<file path="config.mk">
export PLATFORM = sky130hd
export DESIGN_NAME = array_partition_around_pivot_flat
export DESIGN_NICKNAME = d
export VERILOG_FILES = /design/src/sv/apap_pkg.sv /design/src/sv/apap_in_if.sv /design/src/sv/apap_out_if.sv /design/src/sv/apap_ram.sv /design/src/sv/apap_ctrl.sv /design/src/sv/apap_dp.sv /design/src/sv/array_partition_around_pivot.sv /design/src/flat_wrapper.sv
export SDC_FILE = /design/constraint.sdc
export NUM_CORES = 2
export LEC_CHECK = 0
export ABC_AREA = 1
export BUFFER_PORTS_ARGS = -buffer_cell sky130_fd_sc_hd__clkbuf_2
export CAP_MARGIN = 15
export CORE_MARGIN = 2
export CORE_UTILIZATION = 63
export DETAILED_ROUTE_END_ITERATION = 8
export GPL_ROUTABILITY_DRIVEN = 0
export PLACE_DENSITY = 0.79
export SYNTH_ARGS = -nofsm -noshare
export SYNTH_HDL_FRONTEND = slang
export SYNTH_SLANG_ARGS = --single-unit
</file>
<file path="constraint.sdc">
create_clock -name clk -period 6.7 [get_ports clk]
set_input_delay 1.34 -clock clk [delete_from_list [all_inputs] [get_ports clk]]
set_output_delay 1.34 -clock clk [all_outputs]
set_load 0.02 [all_outputs]
</file>
<file path="src/sv/apap_pkg.sv">
// apap_pkg: shared constants, controller states and command/status types
package apap_pkg;

  localparam int DEPTH   = 64;
  localparam int DATA_W  = 32;
  localparam int ADDR_W  = $clog2(DEPTH);
  localparam int CNT_W   = $clog2(DEPTH + 1);
  localparam int SPLIT_W = 7;

  typedef enum logic [3:0] {
    S_LOAD,
    S_L_RD,
    S_L_CHK,
    S_R_DEC,
    S_R_CHK,
    S_SW_L,
    S_SW_R,
    S_E_RD,
    S_E_WR
  } state_t;

  typedef enum logic [1:0] {
    RD_LEFT,
    RD_RIGHT_DEC,
    RD_INDEX
  } rd_sel_t;

  typedef struct packed {
    logic    accept_en;
    logic    cap_left;
    logic    cap_right;
    logic    left_inc;
    logic    right_dec;
    logic    wr_swap_left;
    logic    wr_swap_right;
    logic    emit_load;
    logic    run_done;
    rd_sel_t rd_sel;
  } cmd_t;

  typedef struct packed {
    logic last_xfer;
    logic left_less;
    logic right_greater;
    logic left_next_meets;
    logic right_prev_meets;
    logic index_last;
    logic out_free;
  } sts_t;

endpackage

</file>
<file path="src/sv/apap_in_if.sv">
// apap_in_if: input channel carrying one run element per transfer
interface apap_in_if;
  logic                                valid;
  logic                                ready;
  logic signed [apap_pkg::DATA_W-1:0]  value;
  logic                                is_last;

  modport source (output valid, output value, output is_last, input ready);
  modport sink   (input valid, input value, input is_last, output ready);
endinterface

</file>
<file path="src/sv/apap_out_if.sv">
// apap_out_if: result channel carrying one partitioned element per transfer
interface apap_out_if;
  logic                                valid;
  logic                                ready;
  logic signed [apap_pkg::DATA_W-1:0]  element;
  logic [apap_pkg::SPLIT_W-1:0]        split_index;
  logic                                end_of_run;
  logic                                overflow;

  modport source (output valid, output element, output split_index,
                  output end_of_run, output overflow, input ready);
  modport sink   (input valid, input element, input split_index,
                  input end_of_run, input overflow, output ready);
endinterface

</file>
<file path="src/sv/apap_ram.sv">
// apap_ram: generic single-write, single-read RAM with registered read data
module apap_ram #(
  parameter int WIDTH = 32,
  parameter int DEPTH = 64
) (
  input  logic                     clk,
  input  logic                     we,
  input  logic [$clog2(DEPTH)-1:0] waddr,
  input  logic [WIDTH-1:0]         wdata,
  input  logic [$clog2(DEPTH)-1:0] raddr,
  output logic [WIDTH-1:0]         rdata
);

  logic [WIDTH-1:0] mem [DEPTH];

  always_ff @(posedge clk) begin
    if (we) begin
      mem[waddr] <= wdata;
    end
    rdata <= mem[raddr];
  end

endmodule

</file>
<file path="src/sv/apap_ctrl.sv">
// apap_ctrl: sequencer for load, partition and emit phases
module apap_ctrl (
  input  logic            clk,
  input  logic            rst_n,
  input  apap_pkg::sts_t  sts,
  output apap_pkg::cmd_t  cmd
);

  apap_pkg::state_t state_r, state_nxt;

  always_ff @(posedge clk) begin
    if (!rst_n) begin
      state_r <= apap_pkg::S_LOAD;
    end else begin
      state_r <= state_nxt;
    end
  end

  // next state
  always_comb begin
    state_nxt = state_r;
    case (state_r)
      apap_pkg::S_LOAD: begin
        if (sts.last_xfer) state_nxt = apap_pkg::S_L_RD;
      end
      apap_pkg::S_L_RD: state_nxt = apap_pkg::S_L_CHK;
      apap_pkg::S_L_CHK: begin
        if (!sts.left_less)          state_nxt = apap_pkg::S_R_DEC;
        else if (sts.left_next_meets) state_nxt = apap_pkg::S_E_RD;
        else                          state_nxt = apap_pkg::S_L_RD;
      end
      apap_pkg::S_R_DEC: begin
        if (sts.right_prev_meets) state_nxt = apap_pkg::S_E_RD;
        else                      state_nxt = apap_pkg::S_R_CHK;
      end
      apap_pkg::S_R_CHK: begin
        if (sts.right_greater) state_nxt = apap_pkg::S_R_DEC;
        else                   state_nxt = apap_pkg::S_SW_L;
      end
      apap_pkg::S_SW_L: state_nxt = apap_pkg::S_SW_R;
      apap_pkg::S_SW_R: begin
        if (sts.left_next_meets) state_nxt = apap_pkg::S_E_RD;
        else                     state_nxt = apap_pkg::S_L_RD;
      end
      apap_pkg::S_E_RD: state_nxt = apap_pkg::S_E_WR;
      apap_pkg::S_E_WR: begin
        if (sts.out_free) begin
          if (sts.index_last) state_nxt = apap_pkg::S_LOAD;
          else                state_nxt = apap_pkg::S_E_RD;
        end
      end
      default: state_nxt = apap_pkg::S_LOAD;
    endcase
  end

  // commands
  always_comb begin
    cmd        = '0;
    cmd.rd_sel = apap_pkg::RD_LEFT;
    case (state_r)
      apap_pkg::S_LOAD: cmd.accept_en = 1'b1;
      apap_pkg::S_L_RD: cmd.rd_sel = apap_pkg::RD_LEFT;
      apap_pkg::S_L_CHK: begin
        cmd.cap_left = 1'b1;
        cmd.left_inc = sts.left_less;
      end
      apap_pkg::S_R_DEC: begin
        cmd.rd_sel    = apap_pkg::RD_RIGHT_DEC;
        cmd.right_dec = 1'b1;
      end
      apap_pkg::S_R_CHK: cmd.cap_right = 1'b1;
      apap_pkg::S_SW_L:  cmd.wr_swap_left = 1'b1;
      apap_pkg::S_SW_R: begin
        cmd.wr_swap_right = 1'b1;
        cmd.left_inc      = 1'b1;
      end
      apap_pkg::S_E_RD: cmd.rd_sel = apap_pkg::RD_INDEX;
      apap_pkg::S_E_WR: begin
        cmd.rd_sel    = apap_pkg::RD_INDEX;
        cmd.emit_load = sts.out_free;
        cmd.run_done  = sts.out_free && sts.index_last;
      end
      default: cmd = '0;
    endcase
  end

endmodule

</file>
<file path="src/sv/apap_dp.sv">
// apap_dp: element store, partition pointers, pivot and output register
module apap_dp (
  input  logic             clk,
  input  logic             rst_n,
  apap_in_if.sink          in_ch,
  apap_out_if.source       out_ch,
  input  apap_pkg::cmd_t   cmd,
  output apap_pkg::sts_t   sts
);

  localparam int AW = apap_pkg::ADDR_W;
  localparam int CW = apap_pkg::CNT_W;
  localparam int DW = apap_pkg::DATA_W;

  logic [CW-1:0]        count_r, left_r, right_r;
  logic [AW-1:0]        index_r;
  logic                 ovf_r;
  logic signed [DW-1:0] pivot_r, lval_r, rval_r;

  logic                 out_valid_r;
  logic signed [DW-1:0] out_elem_r;
  logic [CW-1:0]        out_split_r;
  logic                 out_end_r, out_ovf_r;

  logic                 xfer, has_room;
  logic [CW-1:0]        count_new, right_m1, left_p1;
  logic                 we;
  logic [AW-1:0]        waddr, raddr;
  logic [DW-1:0]        wdata, rdata;
  logic signed [DW-1:0] rd_val;

  assign xfer      = cmd.accept_en && in_ch.valid;
  assign has_room  = count_r < CW'(apap_pkg::DEPTH);
  assign count_new = has_room ? count_r + CW'(1) : count_r;
  assign right_m1  = right_r - CW'(1);
  assign left_p1   = left_r + CW'(1);
  assign rd_val    = rdata;

  assign in_ch.ready = cmd.accept_en;

  // write port shared by loading and the two halves of a swap
  always_comb begin
    we    = 1'b0;
    waddr = count_r[AW-1:0];
    wdata = in_ch.value;
    if (xfer && has_room) begin
      we = 1'b1;
    end else if (cmd.wr_swap_left) begin
      we    = 1'b1;
      waddr = left_r[AW-1:0];
      wdata = rval_r;
    end else if (cmd.wr_swap_right) begin
      we    = 1'b1;
      waddr = right_r[AW-1:0];
      wdata = lval_r;
    end
  end

  always_comb begin
    case (cmd.rd_sel)
      apap_pkg::RD_LEFT:      raddr = left_r[AW-1:0];
      apap_pkg::RD_RIGHT_DEC: raddr = right_m1[AW-1:0];
      apap_pkg::RD_INDEX:     raddr = index_r;
      default:                raddr = left_r[AW-1:0];
    endcase
  end

  apap_ram #(.WIDTH(DW), .DEPTH(apap_pkg::DEPTH)) u_store (
    .clk   (clk),
    .we    (we),
    .waddr (waddr),
    .wdata (wdata),
    .raddr (raddr),
    .rdata (rdata)
  );

  assign sts.last_xfer        = xfer && in_ch.is_last;
  assign sts.left_less        = rd_val < pivot_r;
  assign sts.right_greater    = pivot_r < rd_val;
  assign sts.left_next_meets  = left_p1 == right_r;
  assign sts.right_prev_meets = right_m1 == left_r;
  assign sts.index_last       = (CW'(index_r) + CW'(1)) == count_r;
  assign sts.out_free         = !out_valid_r || out_ch.ready;

  always_ff @(posedge clk) begin
    if (!rst_n) begin
      count_r <= '0;
      ovf_r   <= 1'b0;
      left_r  <= '0;
      right_r <= '0;
      index_r <= '0;
    end else begin
      if (xfer) begin
        count_r <= count_new;
        if (!has_room) ovf_r <= 1'b1;
        if (in_ch.is_last) begin
          left_r  <= '0;
          right_r <= count_new;
          index_r <= '0;
        end
      end
      if (cmd.left_inc)  left_r  <= left_p1;
      if (cmd.right_dec) right_r <= right_m1;
      if (cmd.emit_load) index_r <= index_r + AW'(1);
      if (cmd.run_done) begin
        count_r <= '0;
        ovf_r   <= 1'b0;
      end
    end
  end

  // pivot is the last stored element; its value stays fixed across swaps
  always_ff @(posedge clk) begin
    if (xfer && has_room) pivot_r <= in_ch.value;
    if (cmd.cap_left)     lval_r  <= rd_val;
    if (cmd.cap_right)    rval_r  <= rd_val;
  end

  always_ff @(posedge clk) begin
    if (!rst_n) begin
      out_valid_r <= 1'b0;
    end else if (cmd.emit_load) begin
      out_valid_r <= 1'b1;
    end else if (out_ch.ready) begin
      out_valid_r <= 1'b0;
    end
  end

  always_ff @(posedge clk) begin
    if (cmd.emit_load) begin
      out_elem_r  <= rd_val;
      out_split_r <= left_r;
      out_end_r   <= sts.index_last;
      out_ovf_r   <= ovf_r;
    end
  end

  assign out_ch.valid       = out_valid_r;
  assign out_ch.element     = out_elem_r;
  assign out_ch.split_index = apap_pkg::SPLIT_W'(out_split_r);
  assign out_ch.end_of_run  = out_end_r;
  assign out_ch.overflow    = out_ovf_r;

  a_ptr_order: assert property (@(posedge clk) disable iff (!rst_n)
    left_r <= right_r)
    else $error("left pointer passed right pointer");

  a_count_bound: assert property (@(posedge clk) disable iff (!rst_n)
    count_r <= CW'(apap_pkg::DEPTH))
    else $error("element count beyond store depth");

  a_ovf_full: assert property (@(posedge clk) disable iff (!rst_n)
    ovf_r |-> count_r == CW'(apap_pkg::DEPTH))
    else $error("overflow flagged with store not full");

  a_no_load_emit: assert property (@(posedge clk) disable iff (!rst_n)
    !(cmd.accept_en && cmd.emit_load))
    else $error("load and emit overlap");

endmodule

</file>
<file path="src/sv/array_partition_around_pivot.sv">
// array_partition_around_pivot: top level, partitions a stored run around its final element
//
// Usage: in_ch carries signed 32-bit elements, one per transfer; the transfer with
// is_last high closes the run. The last stored element is the pivot. Up to DEPTH
// elements are stored; later ones, the last-marked one included, are dropped and
// every result of that run carries overflow high.
// Loading accepts one element per cycle while in_ch is valid. The partition then runs
// on the single-write, single-read registered-read store: each left or right pointer
// step reads the store then compares, and a swap writes its two halves in turn. Emitting
// reads the store then loads the output register per element; an out_ch stall holds it.
// out_ch gives every stored element in its new order with split_index, the
// position where the two pointers met; end_of_run marks the final one.
// in_ch.ready is low from the last transfer of a run until the last result has
// entered the output register. A stall on out_ch holds the output register and
// the emit sequence; the block takes the next run while the final result waits.
// Reset (rst_n low, synchronous) empties the run and the output register; the
// store needs no clearing.
module array_partition_around_pivot (
  input  logic         clk,
  input  logic         rst_n,
  apap_in_if.sink      in_ch,
  apap_out_if.source   out_ch
);

  apap_pkg::cmd_t cmd;
  apap_pkg::sts_t sts;

  apap_ctrl u_ctrl (
    .clk   (clk),
    .rst_n (rst_n),
    .sts   (sts),
    .cmd   (cmd)
  );

  apap_dp u_dp (
    .clk    (clk),
    .rst_n  (rst_n),
    .in_ch  (in_ch),
    .out_ch (out_ch),
    .cmd    (cmd),
    .sts    (sts)
  );

endmodule

</file>
<file path="src/flat_wrapper.sv">
// flat-port wrapper written by rule: the top's interface ports become plain ports
module array_partition_around_pivot_flat 
  (clk, rst_n, in_ch_valid, in_ch_value, in_ch_is_last, in_ch_ready, out_ch_valid, out_ch_element, out_ch_split_index, out_ch_end_of_run, out_ch_overflow, out_ch_ready);
  apap_in_if in_ch_i ();
  apap_out_if out_ch_i ();
  input  logic clk;
  input  logic rst_n;
  input wire logic [$bits(in_ch_i.valid)-1:0] in_ch_valid;
  input wire logic [$bits(in_ch_i.value)-1:0] in_ch_value;
  input wire logic [$bits(in_ch_i.is_last)-1:0] in_ch_is_last;
  output wire logic [$bits(in_ch_i.ready)-1:0] in_ch_ready;
  output wire logic [$bits(out_ch_i.valid)-1:0] out_ch_valid;
  output wire logic [$bits(out_ch_i.element)-1:0] out_ch_element;
  output wire logic [$bits(out_ch_i.split_index)-1:0] out_ch_split_index;
  output wire logic [$bits(out_ch_i.end_of_run)-1:0] out_ch_end_of_run;
  output wire logic [$bits(out_ch_i.overflow)-1:0] out_ch_overflow;
  input wire logic [$bits(out_ch_i.ready)-1:0] out_ch_ready;
  assign in_ch_i.valid = in_ch_valid;
  assign in_ch_i.value = in_ch_value;
  assign in_ch_i.is_last = in_ch_is_last;
  assign in_ch_ready = in_ch_i.ready;
  assign out_ch_valid = out_ch_i.valid;
  assign out_ch_element = out_ch_i.element;
  assign out_ch_split_index = out_ch_i.split_index;
  assign out_ch_end_of_run = out_ch_i.end_of_run;
  assign out_ch_overflow = out_ch_i.overflow;
  assign out_ch_i.ready = out_ch_ready;
  array_partition_around_pivot u_core (.clk(clk), .rst_n(rst_n), .in_ch(in_ch_i), .out_ch(out_ch_i));
endmodule
</file>
==> run summary <==
=====================================================================================
Status .................................................................    completed
Fraction of registers with async set/reset .............................           0%
Vias in the first global route .........................................       58,800
Slew at the pin closest to its max-slew limit ..........................      1.12 ns
Post-Route M1 WL .......................................................    87,600 um
Post-CTS setup buffer count ............................................            0
Internal power consumption .............................................      22.4 mW
Largest fanout on the critical path ....................................           96
Leakage ................................................................      32.1 nW
Cell depth of the worst min-delay path .................................            0
Critical path cell sequence ............................................ nor2_1 -> inv_1 -> nor3_1 -> inv_1 -> nand2_1 -> ha_1 -> inv_6 -> o211ai_2 -> nand2_8 -> inv_8 -> buf_12 -> buf_12 -> nor2_1 -> o211ai_1 -> nand3_1 -> nand3_1 -> nand3_1 -> nand2_1
Power share of the sequential group ....................................        54.8%
Dominant synthesized flop cell ......................................... sky130_fd_sc_hd__edfxtp_1
Maximum clock frequency ................................................      189 MHz
Number of endpoints failing setup at the final stage ...................            0
Wire length of the first global-routing pass ...........................   376,000 um
Summed negative setup slack over all endpoints .........................         0 ns
Sum of net half-perimeters after detailed placement ....................   140,000 um
Hold buffer count at CTS ...............................................            0
Number of different library cells in the post-synthesis netlist ........           47
Post-place instance area ...............................................   94,000 um2
Area Overhead vs Synth .................................................        10.7%
Total area of multi-input combinational cells ..........................   21,700 um2
Net switching fraction of the power ....................................        22.1%
Final Util .............................................................        70.3%
Count of warnings emitted by yosys .....................................            0
Net switching power figure .............................................      6.34 mW
Synth top cells by count ............................................... sky130_fd_sc_hd__edfxtp_1, sky130_fd_sc_hd__o211ai_1, sky130_fd_sc_hd__nand3_1
DR WL/cell .............................................................      29.7 um
Die Footprint ..........................................................  148,000 um2
Delay of the slowest cell on the worst path ............................      0.52 ns
Ratio of cells with drive above 1 in the final layout ..................        10.3%
GR Util All Layers .....................................................        34.8%
Layout Skew ............................................................    0.0788 ns
Largest voltage drop on the vdd net ....................................       331 uV
Total clock buffers created by CTS .....................................          210
Setup repair after global routing missed its margin ....................        false
Clock latency on the worst-skew pair ...................................      0.87 ns
First drt pass iteration count .........................................            7
Netlist area before placement ..........................................   91,000 um2
PortBufs ...............................................................           79
Number of antenna violations at the first check in global routing ......           15
Worst slew slack as a fraction of its limit ............................        25.3%
Global-route congestion overflow total .................................            0
Post-route minimum period ..............................................      5.30 ns
Data required time of the critical path ................................      7.49 ns
Total of cells resized after clock tree synthesis ......................            0
Endpoint of the worst hold path ........................................ u_core.u_dp.out_ch.overflow
Cell repeated most along the worst path ................................ sky130_fd_sc_hd__nand3_1
CTS tree ...............................................................        built
Power density over the cells ...........................................   285 nW/um2
Final count of pins violating max slew .................................            0
Nature of the critical path endpoint ...................................    flip-flop
Total detailed-routing wirelength ......................................   259,000 um
Maximum number of pins on one net before global-route repair ...........          215
Clock H-tree levels ....................................................            4
Vertical extent of the die .............................................       384 um
Number of enable flip-flop cells after synthesis .......................        2,185
Cell taking the most area after synthesis .............................. sky130_fd_sc_hd__edfxtp_1
Combinational cell fraction of total power .............................         4.4%
Sequential cell area ...................................................   66,900 um2
Worst-case clock buffer depth ..........................................            3
Origin of the worst min-delay path ..................................... u_core.u_dp.ovf_r
Max Used Layer .........................................................         met5
Depth of the worst register-to-register path ...........................           18
Worst slack at placement ...............................................      1.62 ns
Sequential area share after synthesis ..................................        73.5%
Worst R2R Start ........................................................ u_core.u_ctrl.state_r[0]
Area contributors post-synth ........................................... sky130_fd_sc_hd__edfxtp_1, sky130_fd_sc_hd__o211ai_1, sky130_fd_sc_hd__nand3_1
Remaining DRCs .........................................................            0
Starting utilization of the core area ..................................        63.5%
Number of sinks on the clock net .......................................        2,250
Site Rows ..............................................................          139
Filler instances .......................................................        9,003
Post-route fraction of the period consumed by the critical path ........        79.0%
Worst Hold Class .......................................................   reg -> reg
Remaining antenna violation count ......................................            0
Total number of vias ...................................................       59,900
Final Cell Area ........................................................  101,000 um2
Syn avg cell area ......................................................     13.7 um2
Max-cap violations .....................................................            0
Startpoint types .......................................................    flip-flop
R2r endpoint ........................................................... u_core.u_dp.u_store.rdata[26]
Number of nets in the final layout .....................................        6,704
CP Class ...............................................................   reg -> reg
Cell type of the slowest stage on the worst timing path ................ sky130_fd_sc_hd__ha_1
Dominant cell by count in the synthesized netlist ...................... sky130_fd_sc_hd__edfxtp_1
Register bit count reported by yosys ...................................        2,250
Arr. time, crit path ...................................................      6.09 ns
Final Hold Vio Count ...................................................            0
Clock-pin slew of the registers on the worst-case setup and hold paths .      0.06 ns
Clock share of power ...................................................        40.8%
Cell count after synthesis .............................................        6,643
Syn_nets ...............................................................        6,718
Width of the chip ......................................................       384 um
Core Area ..............................................................  143,000 um2
Number of DRC violations after detailed-routing iteration 0 ............        9,652
Detailed-routed wire length on met3 ....................................    33,000 um
Top cell type's share of synthesized area ..............................        72.1%
Clock root cell ........................................................ sky130_fd_sc_hd__clkbuf_16
Worst path setup slack after routing ...................................      1.40 ns
Reg-to-reg setup timing slack ..........................................      1.40 ns
Number of top-level pins ...............................................           80
Total met2 wirelength after detailed routing ...........................   119,000 um
Per-cell via count in the routed design ................................         6.87
=====================================================================================
==> metal layers <==
| metal | vias up | global-route usage (%) |
|---|---|---|
| met5 | - | 0 |
| met3 | 928 | 8.96 |
| li1 | 25100 | - |
| met2 | 4655 | 53.5 |
| met1 | 29200 | 44.1 |
| met4 | 8 | 22.7 |
==> per-stage QoR <==
step	power (mW)	hold WS (ns)	std cells
after floorplan	16.6	0.406	6643
after global placement	17.2	0.421	8320
after detailed placement	17.2	0.431	8320
after CTS	28.6	0.445	8710
after global routing	29.3	0.472	8710
final	28.7	0.447	8713
==> kinds of logic (layout without fill, tap and decap cells) <==
| logic type | count (synthesis) | in the layout | share of synthesized area (%) |
|---|---|---|---|
| AO/OA/AOI/OAI | 1534 | 1534 | 11.0 |
| XOR/XNOR | 9 | 9 | 0.0866 |
| adder cells (fa/ha/maj) | 38 | 38 | 0.522 |
| buffers and inverters | 741 | 905 | 3.49 |
| flip-flops | 2250 | 2250 | 73.5 |
| other | 0 | 3 | 0 |
| AND/OR/NAND/NOR | 2071 | 2071 | 11.4 |
==> sequential cells by signal (all words and copies together), names as in the netlist, 6 cells and up <==
name                            flops
u_core.u_dp.rval_r                 32
u_core.u_dp.out_ch.element         32
u_core.u_dp.index_r                 6
u_core.u_dp.count_r                 7
u_core.u_dp.u_store.mem          2048
u_core.u_dp.lval_r                 32
u_core.u_dp.pivot_r                32
u_core.u_dp.u_store.rdata          32
u_core.u_dp.left_r                  7
u_core.u_dp.out_ch.split_index      7
u_core.u_dp.right_r                 7
==> cell usage in the layout (no fill, tap or decap), types with 39 or more instances in the layout <==
cell                        Yosys  routed
sky130_fd_sc_hd__edfxtp_1    2185    2185
sky130_fd_sc_hd__o211ai_1     889     889
sky130_fd_sc_hd__nand3_1      750     750
sky130_fd_sc_hd__o21ai_0      360     360
sky130_fd_sc_hd__or2_1        347     347
sky130_fd_sc_hd__nor2_1       442     345
sky130_fd_sc_hd__or2_0        262     262
sky130_fd_sc_hd__inv_1        235     233
sky130_fd_sc_hd__nand2_1      221     221
sky130_fd_sc_hd__clkbuf_16      0     212
sky130_fd_sc_hd__o21ai_1      183     181
sky130_fd_sc_hd__buf_4          7     132
sky130_fd_sc_hd__nor2_4         0      97
sky130_fd_sc_hd__clkbuf_2       1      79
sky130_fd_sc_hd__dfxtp_1       65      65
sky130_fd_sc_hd__clkbuf_1     199      58
sky130_fd_sc_hd__a21oi_1       50      50
sky130_fd_sc_hd__inv_2         40      39
==> how the worst max path moves through the flow <==
stage,startpoint,end,slack (ns),cells after the start
4_1_cts,u_core.u_ctrl.state_r[0],u_core.u_dp.u_store.rdata[26],1.61,18
5_1_grt,u_core.u_ctrl.state_r[0],u_core.u_dp.u_store.rdata[2],1.26,18
6_report,u_core.u_ctrl.state_r[0],u_core.u_dp.u_store.rdata[26],1.40,18
2_1_floorplan,in_ch_valid,u_core.u_dp.u_store.mem[55][0],0.68,5
3_5_place_dp,u_core.u_ctrl.state_r[0],u_core.u_dp.u_store.rdata[26],1.62,18
3_3_place_gp,u_core.u_ctrl.state_r[0],u_core.u_dp.u_store.rdata[26],1.69,18
==> power groups by stage <==
stage | sequential [mW] | clock, mW | combinational [mW]
2_1_floorplan | 15.9 | 0 | 0.712
3_3_place_gp | 16.0 | 0 | 1.17
3_5_place_dp | 16.0 | 0 | 1.21
4_1_cts | 15.7 | 11.7 | 1.22
5_1_grt | 15.7 | 12.3 | 1.34
6_report | 15.7 | 11.7 | 1.27
==> final cells by class <==
type | instances | share of cell area, %
flip-flops and latches | 2250 | 66.4
multi-input cells | 3652 | 21.6
clock buffers | 285 | 5.68
well taps | 1903 | 2.36
repair buffers | 238 | 1.91
inverters | 277 | 1.07
clock inverters | 105 | 1.02
diodes | 3 | 0.00745
==> critical path, delay by kind of cell (launching register included) <==
| family | cells | cell delay, ns |
|---|---|---|
| AOI/OAI and AO/OA | 2 | 0.35 |
| adders and majority gates | 1 | 0.52 |
| buffers and inverters | 6 | 1.62 |
| DFF | 1 | 0.50 |
| and+or+nand+nor | 9 | 1.90 |
No activity file was read; power rests on OpenSTA's default activity.
